**src/rtl/sepm_pkg.sv**
```systemverilog
// Shared types and constants of the scan-line edge-peak motion block.
// No dependencies; every module of the block but sepm_ram imports this package.
package sepm_pkg;

    // Fixed field widths
    localparam int PIX_W       = 8;   // one color channel
    localparam int STR_W       = 10;  // edge strength, up to 3 * 255
    localparam int CNT_W       = 9;   // line count register
    localparam int MOTION_W    = 13;  // motion result, two's complement
    localparam int QUEUE_DEPTH = 4;   // line records between front and back

    // Configuration register indexes
    localparam logic CFG_HLINES = 1'b0;
    localparam logic CFG_VLINES = 1'b1;

    // Line record queue status
    typedef struct packed {
        logic full;
        logic empty;
    } t_queue_status;

    // Back-end sequencer states
    typedef enum logic [2:0] {
        BK_CLEAR,
        BK_IDLE,
        BK_ACC,
        BK_START,
        BK_DIV,
        BK_OUT
    } t_back_state;

endpackage

```
**src/rtl/sepm_fifo.sv**
```systemverilog
// Short register queue carrying line records from the front to the back end.
// Depends on sepm_pkg for the status struct.
module sepm_fifo import sepm_pkg::*; #(
    parameter int WIDTH = 40,
    parameter int DEPTH = 4,
    localparam int PTR_W = (DEPTH > 1) ? $clog2(DEPTH) : 1,
    localparam int CNT_B = $clog2(DEPTH + 1)
) (
    input  logic             i_clk,
    input  logic             i_rst_n,
    input  logic             i_push,
    input  logic [WIDTH-1:0] i_data,
    input  logic             i_pop,
    output logic [WIDTH-1:0] o_head,
    output t_queue_status    o_status
);

    logic [WIDTH-1:0] r_mem [DEPTH];
    logic [PTR_W-1:0] r_wptr, n_wptr;
    logic [PTR_W-1:0] r_rptr, n_rptr;
    logic [CNT_B-1:0] r_count, n_count;
    logic             do_push, do_pop;

    assign o_status.full  = (r_count == CNT_B'(DEPTH));
    assign o_status.empty = (r_count == '0);
    assign do_push = i_push && !o_status.full;
    assign do_pop  = i_pop && !o_status.empty;
    assign o_head  = r_mem[r_rptr];

    // Pointer and fill count
    always_comb begin
        n_wptr  = r_wptr;
        n_rptr  = r_rptr;
        n_count = r_count;
        if (do_push) begin
            n_wptr = (r_wptr == PTR_W'(DEPTH - 1)) ? '0 : r_wptr + PTR_W'(1);
        end
        if (do_pop) begin
            n_rptr = (r_rptr == PTR_W'(DEPTH - 1)) ? '0 : r_rptr + PTR_W'(1);
        end
        if (do_push && !do_pop) begin
            n_count = r_count + CNT_B'(1);
        end else if (do_pop && !do_push) begin
            n_count = r_count - CNT_B'(1);
        end
    end

    always_ff @(posedge i_clk) begin
        if (!i_rst_n) begin
            r_wptr  <= '0;
            r_rptr  <= '0;
            r_count <= '0;
        end else begin
            r_wptr  <= n_wptr;
            r_rptr  <= n_rptr;
            r_count <= n_count;
        end
    end

    // Storage
    always_ff @(posedge i_clk) begin
        if (do_push) begin
            r_mem[r_wptr] <= i_data;
        end
    end

endmodule

```
**config.mk**
```make
export PLATFORM = sky130hd
export DESIGN_NAME = sepm_fifo
export DESIGN_NICKNAME = d
export VERILOG_FILES = /design/src/rtl/sepm_pkg.sv /design/src/rtl/sepm_fifo.sv
export SDC_FILE = /design/constraint.sdc
export NUM_CORES = 1
export LEC_CHECK = 0
export ABC_AREA = 0
export BUFFER_PORTS_ARGS = -buffer_cell sky130_fd_sc_hd__buf_4
export CAP_MARGIN = 20
export CORE_MARGIN = 3
export CORE_UTILIZATION = 51
export DETAILED_ROUTE_END_ITERATION = 10
export PLACE_DENSITY = 0.75
export SLEW_MARGIN = 20
export SYNTH_ARGS = -nofsm -noshare
export SYNTH_HDL_FRONTEND = slang
export SYNTH_SLANG_ARGS = --single-unit
```
**constraint.sdc**
```tcl
create_clock -name i_clk -period 2.2 [get_ports i_clk]
set_input_delay 0.11 -clock i_clk [delete_from_list [all_inputs] [get_ports i_clk]]
set_output_delay 0.11 -clock i_clk [all_outputs]
set_load 0.03 [all_outputs]
```
== Word level (Yosys, flattened, before mapping) ==
Memories as Yosys holds them, arrays and structs flattened. A register that Yosys moved wholly into a read port is not among the register bits.
Cells that the tools add are included.

* Memories: 1
* Input bits: 44
* Memory bits (read-only): 0
* Register bits after elaboration: 7
* Output and inout bits: 42
* Memory bits (writable): 160
* Word-level logic and storage cells: 29
* Bits in latches: 0

* Magnitude comparators: 0
* Shift operators: 0
* Bitwise gates (word level): 0
* Divide/modulo/power cells: 0
* Equality and inequality tests: 3
* Add/subtract/negate cells: 4
* Reductions and logical operators: 10
* Multipliers: 0
* Muxes and demuxes: 8

{| class="wikitable"
|+ Memory list
! name !! words !! bits a word !! read ports !! clocked after memory_dff !! wr ports !! line !! text
|-
| r_mem || 4 || 40 || 1 || 1 || 1 || sepm_fifo.sv:18 || <nowiki>logic [WIDTH-1:0] r_mem [DEPTH];</nowiki>
|}

{| class="wikitable"
|+ Operators by type and width
! operator !! number
|-
| two-way mux 2 bit || 4
|-
| two-way mux 3 bit || 2
|-
| adder 2 x 1 -> 2 bit, second input constant || 2
|-
| == test 2 bit, second input constant || 2
|-
| logical AND 1 bit || 4
|-
| zero test 1 bit || 4
|-
| adder 3 x 1 -> 3 bit, second input constant || 1
|-
| == test 3 bit, second input constant || 1
|-
| zero test 3 bit || 1
|-
| subtractor 3 x 1 -> 3 bit, second input constant || 1
|-
| two-way mux 1 bit || 2
|-
| nonzero test 2 bit || 1
|}

== Logic depth before layout (Yosys ltp) ==
* Depth after elaboration: 7
* Gate-level depth with buffers: 9

== Worst setup path after synthesis ==
Ideal clock, no wire load.

* Path type: register to register
* Start point: reg r_count[0]
* End point: mem r_mem[0][0], enable pin
* Data required time: 1.799 ns
* Buffers on the path: 1
* Slack: -0.032 ns
* Cell stages (with the launch flop): 5
* Arrival time: 1.831 ns
* Clock period less this slack: 2.232 ns
* Cell sequence: dfxtp_1 -> nor3b_2 -> nor2b_1 -> buf_2 -> and2_1

{| class="wikitable"
|+ RTL lines
! what !! line !! text
|-
| start: declaration || sepm_fifo.sv:21 || <nowiki>logic [CNT_B-1:0] r_count, n_count;</nowiki>
|-
| start signal: assignment || sepm_fifo.sv:56 || <nowiki>r_count <= n_count;</nowiki>
|-
| end: declaration || sepm_fifo.sv:18 ||
|}

== Final worst setup path ==
* Start point: reg r_count[1]
* End point: reg r_count[2]

* Longest elaborated chain between the ends: 6
* Elaborated cells on any way between the ends: 15

{| class="wikitable"
|+ Ends and longest elaborated chain
! what
|-
| branches (longest 6 deep; another with subtractor 3 x 1 -> 3 bit)
|}

Parallel ways; which one is timed is not known. The select of a mux whose other input is x is not followed.
A chain may end at the register's enable or synchronous reset.

==> impl_metrics.tcl <==
set metrics [dict create \
    cap_viol_max_count 0 \
    vias_per_cell 5.27 \
    period_needed_ps 2130 \
    drtIter0Drc 268 \
    fill_cells 723 \
    grt_pass1_wl_mm 17.2 \
    grt_max_degree 22 \
    diodes 0 \
    relSlewSlack_pct 72.9 \
    h-tree-depth 4 \
    register_area_mm2 0.00499 \
    syn-cell-area_mm2 0.00630 \
    crit_path_max_incr_delay_ps 390 \
    timing.fmax_mhz 470 \
    place_hpwl_mm 6.39 \
    max-clock-path-buffers 2 \
    start_util_pct 53.5 \
    netlist_instances 260 \
    grt_pass1_vias 3261 \
    swShare_pct 28.6 \
    antenna_found_initial 0 \
    synth_top_area_cell "edfxtp_1" \
    critical-path-slowest-cell "fa_1" \
    combPwrFrac_pct 28.5 \
    wl_per_cell_um 18.7 \
    status "finished clean" \
    min_path_type "in -> reg" \
    area_growth_syn_to_layout_pct 29.4 \
    maxSlewViolCount 0 \
    fp.dieArea_mm2 0.0137 \
    p_sw_mw 2.77 \
    drive_gt1_share_pct 41.3 \
    clk_pin_slew_ps 60 \
    critical_path_class "reg -> reg" \
    vias 3083 \
    overflow 0 \
    syn_nets 311 \
    start_kind "register" \
    p_leak_nw 2.83 \
    setup_viol 0 \
    arrival_ps 2470 \
    multiInputGateArea_mm2 0.00119 \
    netlist.area_leader.share_pct 76.3 \
    yosysSeqAreaShare_pct 79.2 \
    synth_warnings 0 \
    endpoint_kind "register" \
    port-buffer-count 85 \
    ys_ff_latch 169 \
    p_clk_share_pct 29.5 \
    synth_area_leaders "edfxtp_1, mux4_2, dfxtp_1" \
    clkSinkCount 169 \
    fin_nets 459 \
    mostFrequentLayoutCells "edfxtp_1, buf_4, dlygate4sd3_1, mux4_2, clkbuf_16" \
    core.rowCount 39 \
    synth_area_per_cell_um2 24.2 \
    grt_use_total_pct 17.5 \
    layout_setup_ws_ps 72.6 \
    finalHoldViolCount 0 \
    ys_types 24 \
    cp_max_fo 5 \
    p_seq_share_pct 42.0 \
    core_mm2 0.0118 \
    drc 0 \
    r2r_slack_ps 70 \
    tightest_slew_ps 407 \
    peakVddDrop_mv 0.819 \
    fin_skew_ps 5.41 \
    clk_latency_ps 410 \
    tns_ps 0 \
    cts_root_buf "clkbuf_16" \
    place_ws_ps 40.4 \
    finalCritPeriodShare_pct 96.7 \
    crit_chain "o31ai_2, ha_1, inv_1, fa_1, xor2_1, or3_1, a21boi_0" \
    tritoncts "built" \
    power.internal_mw 6.91 \
    first_pass_iters 5 \
    crit_required_ps 2540 \
    p_per_area_mw_per_mm2 1190 \
    numCtsBuffers 17 \
    gp_congestion 0.696 \
    io_pins 86 \
    ant_nets 0 \
    die_w_um 117 \
    die-height_um 117 \
    final_common_cell "edfxtp_1" \
    wl_mm 10.9 \
]
final timing paths:
path,cells past startpoint,to,startpoint
worst max-delay path,7,r_count[2],r_count[1]
worst min-delay path,4,register,i_pop
worst max register to register,7,r_count[2],r_count[1]
worst min register to register,2,r_wptr[0],r_wptr[0]
critical path: cells and delay by family (launching register included):
kind,cells,cell delay [ps]
fa+ha+maj,2,650
compound gates,2,490
flops,1,360
simple gates,1,300
xor+xnor,1,190
buf+inv,1,60
per-layer routing:
metal,part of all wire [%],vias to the layer above,global-route usage [%]
met1,43,1586,23.1
li1,-,1381,-
met3,5.1,18,4.99
met2,50,98,27.5
met5,0,-,0
met4,1.9,0,7.49
registers in the layout (all words and copies together) (netlist names), named ones only:
| register | flops |
|---|---|
| r_rptr | 2 |
| r_mem | 160 |
| r_count | 3 |
| r_wptr | 2 |
synth_stat cells:
library cell,count
nand3_1,2
nor2b_1,2
nor3_1,1
mux2i_1,3
o21ai_0,3
xor2_1,1
and2_1,5
or3_1,1
mux4_2,40
inv_1,3
clkbuf_1,1
a21boi_0,1
xnor2_1,1
nor2_1,2
edfxtp_1,160
nor3b_2,1
o31ai_1,1
buf_12,4
buf_6,1
buf_2,5
dfxtp_1,9
fa_1,1
ha_1,6
nand2_1,6
power groups by stage:
stage | combinational [mW] | sequential (mW) | clock [mW]
global placement | 2.71 | 4.10 | 0
floorplan | 1.94 | 4.07 | 0
finish | 2.76 | 4.06 | 2.85
CTS | 2.80 | 4.06 | 2.92
global route | 2.96 | 4.10 | 3.05
detailed placement | 2.73 | 4.12 | 0
final cells by class:
| cell class | count | area share (%) |
|---|---|---|
| clock buffer | 20 | 5.36 |
| clock inverter | 12 | 1.61 |
| inverter | 3 | 0.138 |
| multi-input combinational | 77 | 14.6 |
| sequential | 169 | 61.3 |
| tap | 164 | 2.52 |
| timing repair buffer | 140 | 14.5 |
what timing repair did:
item / 4_1_cts / 5_1_grt
endpoints found under the hold margin: 164 / 0
setup buffers: 0 / 0
hold buffers: 41 / 0
resized for setup: 0 / 4
endpoints found under the setup margin: 0 / 1
through the flow:
stage                     hold WS [ps]  cells  total power [mW]  cell area [µm²]  util, %
after floorplan                    209    260              6.00             6300        -
after global placement             309    512              6.80             7160     60.9
after detailed placement           313    512              6.85             7160     60.9
after CTS                          168    585              9.78             8140     69.2
after global routing               182    585              10.1             8150     69.3
final                              171    585              9.68             8150     69.3
kinds of logic after synthesis:
kind of cell               share of synthesized area (%)
and+or+nand+nor                                     1.71
AOI/OAI and AO/OA                                  0.477
buffers and inverters                               2.09
muxes                                               14.8
adders and majority gates                           1.51
DFF                                                 79.2
xor gates and xnor gates                           0.278
Power figures use the tool's default switching activity.
