$ cat src/rtl/sepm_pkg.sv
// Shared types and constants of the scan-line edge-peak motion block.
// No dependencies; every module of the block but sepm_ram imports this package.
package sepm_pkg;

    // Fixed field widths
    localparam int PIX_W       = 8;   // one color channel
    localparam int STR_W       = 10;  // edge strength, up to 3 * 255
    localparam int CNT_W       = 9;   // line count register
    localparam int MOTION_W    = 13;  // motion result, two's complement
    localparam int QUEUE_DEPTH = 4;   // line records between front and back

    // Configuration register indexes
    localparam logic CFG_HLINES = 1'b0;
    localparam logic CFG_VLINES = 1'b1;

    // Line record queue status
    typedef struct packed {
        logic full;
        logic empty;
    } t_queue_status;

    // Back-end sequencer states
    typedef enum logic [2:0] {
        BK_CLEAR,
        BK_IDLE,
        BK_ACC,
        BK_START,
        BK_DIV,
        BK_OUT
    } t_back_state;

endpackage

$ cat src/rtl/sepm_front.sv
// Front end: per-pixel edge strength, per-line peak tracking, line records.
// Depends on sepm_pkg for field widths.
module sepm_front import sepm_pkg::*; #(
    parameter int MAX_LINES       = 256,
    parameter int MAX_LINE_LENGTH = 4096,
    localparam int POS_W  = $clog2(MAX_LINE_LENGTH),
    localparam int LIDX_W = $clog2(MAX_LINES + 1),
    localparam int ADDR_W = $clog2(2 * MAX_LINES),
    localparam int REC_W  = 3 + ADDR_W + POS_W + CNT_W
) (
    input  logic             i_clk,
    input  logic             i_rst_n,
    input  logic             i_accept,
    input  logic [PIX_W-1:0] i_red,
    input  logic [PIX_W-1:0] i_green,
    input  logic [PIX_W-1:0] i_blue,
    input  logic             i_axis,
    input  logic             i_line_end,
    input  logic             i_axis_end,
    input  logic [CNT_W-1:0] i_hlines,
    input  logic [CNT_W-1:0] i_vlines,
    output logic             o_push,
    output logic [REC_W-1:0] o_rec
);

    typedef struct packed {
        logic              axis;
        logic              axis_end;
        logic              hit;
        logic [ADDR_W-1:0] addr;
        logic [POS_W-1:0]  pos;
        logic [CNT_W-1:0]  count;
    } t_line_rec;

    logic [PIX_W-1:0]  r_prev_r, n_prev_r;
    logic [PIX_W-1:0]  r_prev_g, n_prev_g;
    logic [PIX_W-1:0]  r_prev_b, n_prev_b;
    logic [POS_W-1:0]  r_pos, n_pos;
    logic [STR_W-1:0]  r_best_str, n_best_str;
    logic [POS_W-1:0]  r_best_pos, n_best_pos;
    logic [LIDX_W-1:0] r_line_idx, n_line_idx;

    logic [PIX_W-1:0]  ad_r, ad_g, ad_b;
    logic [STR_W-1:0]  strength;
    logic              upd;
    logic [POS_W-1:0]  peak_pos;
    logic [CNT_W-1:0]  count_sel;
    logic              ends;
    t_line_rec         rec;

    // Edge strength against the previous pixel; zero at line start
    always_comb begin
        ad_r = (i_red   > r_prev_r) ? i_red   - r_prev_r : r_prev_r - i_red;
        ad_g = (i_green > r_prev_g) ? i_green - r_prev_g : r_prev_g - i_green;
        ad_b = (i_blue  > r_prev_b) ? i_blue  - r_prev_b : r_prev_b - i_blue;
        if (r_pos == '0) begin
            strength = '0;
        end else begin
            strength = STR_W'(ad_r) + STR_W'(ad_g) + STR_W'(ad_b);
        end
        upd      = (strength > r_best_str);
        peak_pos = upd ? r_pos : r_best_pos;
    end

    // Line record built on the closing pixel of a line
    always_comb begin
        count_sel    = i_axis ? i_vlines : i_hlines;
        ends         = i_line_end || i_axis_end;
        rec.axis     = i_axis;
        rec.axis_end = i_axis_end;
        rec.hit      = (32'(r_line_idx) < 32'(count_sel)) && (32'(r_line_idx) < MAX_LINES);
        rec.addr     = (i_axis ? ADDR_W'(MAX_LINES) : '0) + ADDR_W'(r_line_idx);
        rec.pos      = peak_pos;
        rec.count    = count_sel;
    end

    assign o_push = i_accept && ends;
    assign o_rec  = rec;

    // Per-line state update
    always_comb begin
        n_prev_r   = r_prev_r;
        n_prev_g   = r_prev_g;
        n_prev_b   = r_prev_b;
        n_pos      = r_pos;
        n_best_str = r_best_str;
        n_best_pos = r_best_pos;
        n_line_idx = r_line_idx;
        if (i_accept) begin
            if (ends) begin
                n_prev_r   = '0;
                n_prev_g   = '0;
                n_prev_b   = '0;
                n_pos      = '0;
                n_best_str = '0;
                n_best_pos = '0;
                if (i_axis_end) begin
                    n_line_idx = '0;
                end else if (32'(r_line_idx) < MAX_LINES) begin
                    n_line_idx = r_line_idx + LIDX_W'(1);
                end
            end else begin
                n_prev_r = i_red;
                n_prev_g = i_green;
                n_prev_b = i_blue;
                if (upd) begin
                    n_best_str = strength;
                    n_best_pos = r_pos;
                end
                // position saturates on over-long lines
                if (r_pos < POS_W'(MAX_LINE_LENGTH - 1)) begin
                    n_pos = r_pos + POS_W'(1);
                end
            end
        end
    end

    always_ff @(posedge i_clk) begin
        if (!i_rst_n) begin
            r_prev_r   <= '0;
            r_prev_g   <= '0;
            r_prev_b   <= '0;
            r_pos      <= '0;
            r_best_str <= '0;
            r_best_pos <= '0;
            r_line_idx <= '0;
        end else begin
            r_prev_r   <= n_prev_r;
            r_prev_g   <= n_prev_g;
            r_prev_b   <= n_prev_b;
            r_pos      <= n_pos;
            r_best_str <= n_best_str;
            r_best_pos <= n_best_pos;
            r_line_idx <= n_line_idx;
        end
    end

endmodule

$ cat config.mk
export PLATFORM = sky130hd
export DESIGN_NAME = sepm_front
export DESIGN_NICKNAME = d
export VERILOG_FILES = /design/src/rtl/sepm_pkg.sv /design/src/rtl/sepm_front.sv
export SDC_FILE = /design/constraint.sdc
export NUM_CORES = 1
export LEC_CHECK = 0
export BUFFER_PORTS_ARGS = -buffer_cell sky130_fd_sc_hd__buf_2
export CAP_MARGIN = 0
export CORE_MARGIN = 3
export CORE_UTILIZATION = 50
export CTS_CLUSTER_SIZE = 10
export DETAILED_ROUTE_END_ITERATION = 16
export PLACE_DENSITY = 0.78
export SETUP_SLACK_MARGIN = 0.3
export SLEW_MARGIN = 20
export SYNTH_ARGS = -nofsm -noshare
export SYNTH_HDL_FRONTEND = slang
export SYNTH_SLANG_ARGS = --single-unit
$ cat constraint.sdc
create_clock -name i_clk -period 6.9 [get_ports i_clk]
set_input_delay 0.69 -clock i_clk [delete_from_list [all_inputs] [get_ports i_clk]]
set_output_delay 0.69 -clock i_clk [all_outputs]
set_load 0.005 [all_outputs]
Word level (Yosys, flattened, before mapping)
Index checks and enable logic that the tools add are counted.

Logic and storage cells: 52. Register bits after elaboration: 67.

$add $sub $neg: 11. Reduce and logical (&&, ||, !) cells: 10. Mux-type cells: 17. $lt $le $gt $ge: 7.

Operator list (number): $mux 12 (4); $mux 8 (6); $sub 8x8->8 (6); $mux 9 (4); $mux 10 (3); $gt 8x8->1 (3); $add 12x1->12 const B (1); $logic_not 12->1 (1); $lt 12x12->1 const B (1); $add 9x8->10 (1); $gt 10x10->1 (1); $add 8x8->9 (1); $add 9x1->9 const B (1); $add 9x9->9 (1); $lt 9x9->1 (1); $lt 9x9->1 const B (1); $reduce_bool 2->1 (3); $reduce_and 2->1 (2); $reduce_and 3->1 (1); $logic_and 1x1->1 (2); $logic_or 1x1->1 (1).

Depth between registers and ports, before layout
Depth after elaboration: 8. Mapped depth: 26.

Worst setup path after synthesis
No wires, ideal clock.

Path kind: input -> output. Start point: input i_red[0]. End point: output o_rec[10]. Data required time: 6210 ps. Stages on the path: 24. Arrival: 5453 ps. Slack: 757 ps. Cell sequence: inv_1 -> ha_1 -> inv_1 -> fa_1 -> nand3_1 -> a21oi_1 -> o21ai_4 -> mux2_2 -> fa_1 -> ha_1 -> fa_1 -> a21o_1 -> a21oi_1 -> o21bai_1 -> o21ba_2 -> nor3_1 -> ha_1 -> a21o_1 -> a21o_1 -> a21oi_1 -> o21a_1 -> nor2_1 -> buf_6 -> mux2_2.

Cells in the longest elaborated chain, start to end: 7.

RTL lines: from (decl) (line sepm_front.sv:14) `input logic [PIX_W-1:0] i_red,`; $sub 8x8->8 or $gt 8x8->1 (tied branches) (line sepm_front.sv:53) `ad_r = (i_red > r_prev_r) ? i_red - r_prev_r : r_prev_r - i_red;`; $mux 8 * (line sepm_front.sv:53); $add 8x8->9 * (line sepm_front.sv:59) `strength = STR_W'(ad_r) + STR_W'(ad_g) + STR_W'(ad_b);`; $add 9x8->10 * (line sepm_front.sv:59); $mux 10 * (line sepm_front.sv:56) `if (r_pos == '0) begin`; $gt 10x10->1 * (line sepm_front.sv:61) `upd = (strength > r_best_str);`; $mux 12 *; to (decl) (line sepm_front.sv:23) `output logic [REC_W-1:0] o_rec`.

Mark *: on every way between the ends. The rest lies on a longest branch, timed or not.

Worst setup path in the final report
Start point: input i_red[3]. End point: output o_rec[19].

Same word-level chain as after synthesis.

==> metrics.txt <==
# TYPE chip_impl_metric gauge
chip_impl_metric{name="grt_start_max_net_pins",unit=""} 57
chip_impl_info{name="grt_setup_unrepaired",value="false"} 1
chip_impl_info{name="capturing_point_of_the_worst_reg2reg_path",value="r_best_pos[9]$_SDFFE_PN0P_"} 1
chip_impl_metric{name="dieArea",unit="µm²"} 13400
chip_impl_metric{name="layout_worst_path_cycle_share",unit="%"} 93.6
chip_impl_info{name="tritoncts",value="yes"} 1
chip_impl_metric{name="number_of_flops_mapped_to_enable_cells_by_yosys",unit=""} 0
chip_impl_metric{name="post_cts_hold_buffer_count",unit=""} 0
chip_impl_metric{name="internal_reg_to_reg_setup_slack",unit="ns"} 1.44
chip_impl_metric{name="drt-total-wl",unit="µm"} 13000
chip_impl_metric{name="worst-path-buf-inv",unit=""} 6
chip_impl_metric{name="hold_path_depth",unit=""} 2
chip_impl_metric{name="critical_path_required",unit="ns"} 6.21
chip_impl_metric{name="fin_worst_skew",unit="ns"} 0.00576
chip_impl_metric{name="power.static_leakage",unit="nW"} 3.19
chip_impl_info{name="critical-path-slowest-cell",value="sky130_fd_sc_hd__fa_1"} 1
chip_impl_metric{name="timing_hold_violations_final",unit=""} 0
chip_impl_info{name="synth_flop_cell",value="sky130_fd_sc_hd__dfxtp_1"} 1
chip_impl_metric{name="wire_length_of_the_first_global_routing_pass",unit="µm"} 21500
chip_impl_metric{name="floorplan.core_area",unit="µm²"} 11600
chip_impl_info{name="worst_hold_path_type",value="reg -> reg"} 1
chip_impl_metric{name="maxClockFrequency",unit="GHz"} 0.155
chip_impl_metric{name="yosys_register_bits",unit=""} 67
chip_impl_metric{name="crit_path_max_incr_delay",unit="ns"} 0.48
chip_impl_metric{name="reg2regPathDepth",unit=""} 22
chip_impl_metric{name="dr_total_vias",unit=""} 4991
chip_impl_info{name="critical_path_endpoint_category",value="output port"} 1
chip_impl_metric{name="synth_nets",unit=""} 839
chip_impl_metric{name="hpwl",unit="µm"} 9630
chip_impl_info{name="run_status",value="completed"} 1
chip_impl_metric{name="fp-row-count",unit=""} 39
chip_impl_metric{name="cts_htree_levels",unit=""} 3
chip_impl_metric{name="final_nets",unit=""} 919
chip_impl_metric{name="post_synth_inst_count",unit=""} 703
chip_impl_metric{name="total_negative_slack",unit="ns"} 0
chip_impl_metric{name="drv_cap",unit=""} 0
chip_impl_metric{name="layout_cell_share_with_drive_strength_beyond_1",unit="%"} 25.5
chip_impl_metric{name="clkLatencyLatePin",unit="ns"} 0.35
chip_impl_info{name="holdPathEnd",value="r_prev_g[7]$_SDFFE_PN0P_"} 1
chip_impl_info{name="reg2reg_from",value="r_prev_b[3]$_SDFFE_PN0P_"} 1
chip_impl_info{name="final_common_cell",value="sky130_fd_sc_hd__inv_1"} 1
chip_impl_info{name="cts.root.buffer_cell",value="sky130_fd_sc_hd__clkbuf_16"} 1
chip_impl_metric{name="final_max_slew_viol_count",unit=""} 0
chip_impl_metric{name="grt_antenna_before_repair",unit=""} 0
chip_impl_metric{name="die_x",unit="µm"} 116
chip_impl_metric{name="seq_area_frac_synth",unit="%"} 22.3
chip_impl_metric{name="postRouteAntennaNets",unit=""} 0
chip_impl_metric{name="cp_max_fo",unit=""} 12
chip_impl_metric{name="timing.final.setup_violations",unit=""} 0
chip_impl_metric{name="clk_transition_reported_paths",unit="ns"} 0.05
chip_impl_metric{name="ioPinCount",unit=""} 82
chip_impl_metric{name="n_antenna_cell",unit=""} 0
chip_impl_metric{name="floorplan.initialDensity",unit="%"} 52.0
chip_impl_metric{name="synth.yosys.warnings",unit=""} 0
chip_impl_info{name="most-common-layout-cells",value="sky130_fd_sc_hd__inv_1, sky130_fd_sc_hd__buf_2, sky130_fd_sc_hd__ha_1, sky130_fd_sc_hd__dfxtp_1, sky130_fd_sc_hd__a21oi_1"} 1
chip_impl_metric{name="overflow",unit=""} 0
chip_impl_metric{name="crit_arrival",unit="ns"} 5.77
chip_impl_metric{name="synth_cell_types",unit=""} 56
chip_impl_metric{name="synth.cell_area",unit="µm²"} 6010
chip_impl_metric{name="post-route-drc-count",unit=""} 0
chip_impl_metric{name="dr.pass1.iters",unit=""} 4
chip_impl_info{name="timing_worst_setup_path_type",value="in -> out"} 1
chip_impl_metric{name="postSynthAreaPerCell",unit="µm²"} 8.56
chip_impl_metric{name="worstMarginPinSlew",unit="ns"} 0.853
chip_impl_metric{name="die-height",unit="µm"} 116
chip_impl_metric{name="worst_hold_slack",unit="ns"} 0.471
chip_impl_metric{name="postSynth.asyncResetShare",unit="%"} 0
chip_impl_metric{name="drt-wirelength-per-cell",unit="µm"} 13.9
chip_impl_metric{name="gp_routability_congestion",unit=""} 0.840
chip_impl_metric{name="min_period",unit="ns"} 6.46
chip_impl_info{name="worstSetupStartpointType",value="input pin"} 1
chip_impl_metric{name="ir_worst_vdd",unit="V"} 0.000164
chip_impl_info{name="cpLargestDelayFamily",value="compound AO/OA/AOI/OAI gates"} 1
chip_impl_metric{name="buffer_ports.inserted",unit=""} 81
chip_impl_metric{name="clkSinkCount",unit=""} 67
chip_impl_metric{name="track_usage",unit="%"} 19.6
chip_impl_metric{name="iteration_0_drc_markers",unit=""} 224
chip_impl_info{name="path_common_cell",value="sky130_fd_sc_hd__a21o_1"} 1
chip_impl_metric{name="area_growth",unit="%"} 17.0
chip_impl_metric{name="first_global_vias",unit=""} 4807
chip_impl_metric{name="cts_buffers",unit=""} 9
chip_impl_metric{name="via_per_inst",unit=""} 5.36
chip_impl_metric{name="clk_path_buf_depth",unit=""} 2
chip_impl_metric{name="nFillCells",unit=""} 1014
chip_impl_info{name="hold_path_startpoint",value="r_prev_g[7]$_SDFFE_PN0P_"} 1
chip_impl_metric{name="worst_case_headroom_to_the_max_slew_limit",unit="%"} 43.1
chip_impl_metric{name="cellPowerDensity",unit="nW/µm²"} 245
==> logic make-up after synthesis <==
family | after synthesis | synth area share, %
simple gates | 171 | 14.7
compound gates | 157 | 18.6
buf+inv | 134 | 10.0
fa+ha+maj | 88 | 20.2
flops | 67 | 22.3
mux | 49 | 8.80
xor+xnor | 37 | 5.39
==> through the flow <==
| stage | instances | worst slack, ns | cell area (µm²) | utilization (%) | power (W) |
|---|---|---|---|---|---|
| detailed placement | 904 | 0.00828 | 6490 | 56.1 | 0.00110 |
| floorplan | 703 | 0.757 | 6010 | - | 0.000962 |
| global route | 931 | 0.178 | 7040 | 60.9 | 0.00185 |
| CTS | 920 | 0.363 | 6800 | 58.8 | 0.00159 |
| global placement | 904 | 0.131 | 6490 | 56.1 | 0.00108 |
| finish | 931 | 0.441 | 7040 | 60.9 | 0.00173 |
==> repair_timing <==
| item | CTS | global route |
|---|---|---|
| pin swaps | 0 | 12 |
| endpoints found under the setup margin | 12 | 12 |
| setup buffers | 0 | 11 |
| gates resized for setup | 2 | 32 |
==> flip-flops by register name, indices dropped and copies added, names as in the netlist <==
signal,flops
r_best_pos,12
r_best_str,10
r_line_idx,9
r_pos,12
r_prev_b,8
r_prev_g,8
r_prev_r,8
==> final cells by class <==
type / count / area, µm² / area share [%]
Multi-Input combinational cell: 502 / 4220 / 60.0
Sequential cell: 67 / 1340 / 19.1
Timing Repair Buffer: 110 / 643 / 9.14
Inverter: 93 / 349 / 4.96
Clock buffer: 9 / 225 / 3.20
Tap cell: 143 / 179 / 2.54
Clock inverter: 7 / 77.6 / 1.10
==> synth_stat cells (3+ instances only) <==
| master | number | area share [%] |
|---|---|---|
| sky130_fd_sc_hd__a211oi_2 | 3 | 0.62 |
| sky130_fd_sc_hd__a21o_1 | 16 | 2.0 |
| sky130_fd_sc_hd__a21oi_1 | 56 | 4.7 |
| sky130_fd_sc_hd__a221oi_1 | 6 | 0.87 |
| sky130_fd_sc_hd__a22o_1 | 20 | 2.9 |
| sky130_fd_sc_hd__a31oi_1 | 10 | 1.0 |
| sky130_fd_sc_hd__and2_1 | 3 | 0.31 |
| sky130_fd_sc_hd__and3_1 | 5 | 0.52 |
| sky130_fd_sc_hd__buf_1 | 4 | 0.25 |
| sky130_fd_sc_hd__buf_2 | 8 | 0.67 |
| sky130_fd_sc_hd__buf_4 | 16 | 2.0 |
| sky130_fd_sc_hd__buf_6 | 4 | 0.75 |
| sky130_fd_sc_hd__clkbuf_1 | 9 | 0.56 |
| sky130_fd_sc_hd__dfxtp_1 | 67 | 22 |
| sky130_fd_sc_hd__fa_1 | 15 | 5.0 |
| sky130_fd_sc_hd__ha_1 | 73 | 15 |
| sky130_fd_sc_hd__inv_1 | 92 | 5.7 |
| sky130_fd_sc_hd__mux2_2 | 22 | 4.1 |
| sky130_fd_sc_hd__mux2i_1 | 24 | 4.0 |
| sky130_fd_sc_hd__nand2_1 | 32 | 2.0 |
| sky130_fd_sc_hd__nand2b_1 | 29 | 3.0 |
| sky130_fd_sc_hd__nand3_1 | 37 | 3.1 |
| sky130_fd_sc_hd__nand3b_1 | 5 | 0.62 |
| sky130_fd_sc_hd__nand4_1 | 14 | 1.5 |
| sky130_fd_sc_hd__nor2_1 | 23 | 1.4 |
| sky130_fd_sc_hd__nor3_1 | 11 | 0.92 |
| sky130_fd_sc_hd__o21a_1 | 5 | 0.62 |
| sky130_fd_sc_hd__o21ai_0 | 14 | 1.2 |
| sky130_fd_sc_hd__o21ai_4 | 3 | 0.81 |
| sky130_fd_sc_hd__o21bai_2 | 3 | 0.56 |
| sky130_fd_sc_hd__or2_2 | 3 | 0.31 |
| sky130_fd_sc_hd__or3_1 | 3 | 0.31 |
| sky130_fd_sc_hd__xnor2_1 | 14 | 2.0 |
| sky130_fd_sc_hd__xor2_1 | 23 | 3.3 |
==> per-layer routing <==
metal  GRT usage [%]  wire (µm)  vias to the layer above
met5               0          0                        -
met4            4.41        147                        0
met3            5.07        438                       11
met2            34.3       6510                       61
met1            24.5       5870                     2333
li1                -          -                     2586
==> worst reg2reg max path, delay by kind of cell (launching register included) <==
family / cells / cell delay (ns)
compound gates: 10 / 1.92
xor+xnor: 1 / 0.11
fa+ha+maj: 4 / 1.60
buf+inv: 4 / 0.64
flops: 1 / 0.33
mux: 1 / 0.22
simple gates: 2 / 0.57
==> worst max-delay path by stage <==
| stage | depth (start not counted) | slack, ns | endpoint | start |
|---|---|---|---|---|
| 2_1_floorplan | 24 | 0.76 | o_rec[10] | i_red[0] |
| 3_3_place_gp | 25 | 0.13 | o_rec[15] | i_green[0] |
| 3_5_place_dp | 25 | 0.008 | o_rec[19] | i_green[0] |
| 4_1_cts | 26 | 0.36 | o_rec[19] | i_green[0] |
| 5_1_grt | 26 | 0.18 | o_rec[15] | i_red[3] |
| 6_report | 26 | 0.44 | o_rec[19] | i_red[3] |
==> power by group <==
group	total [W]	internal, W	switching, W
Clock	0.000466	0.000282	0.000184
Combinational	0.000862	0.000429	0.000432
Sequential	0.000398	0.000393	0.00000544
No activity file was read; power rests on OpenSTA's default activity.
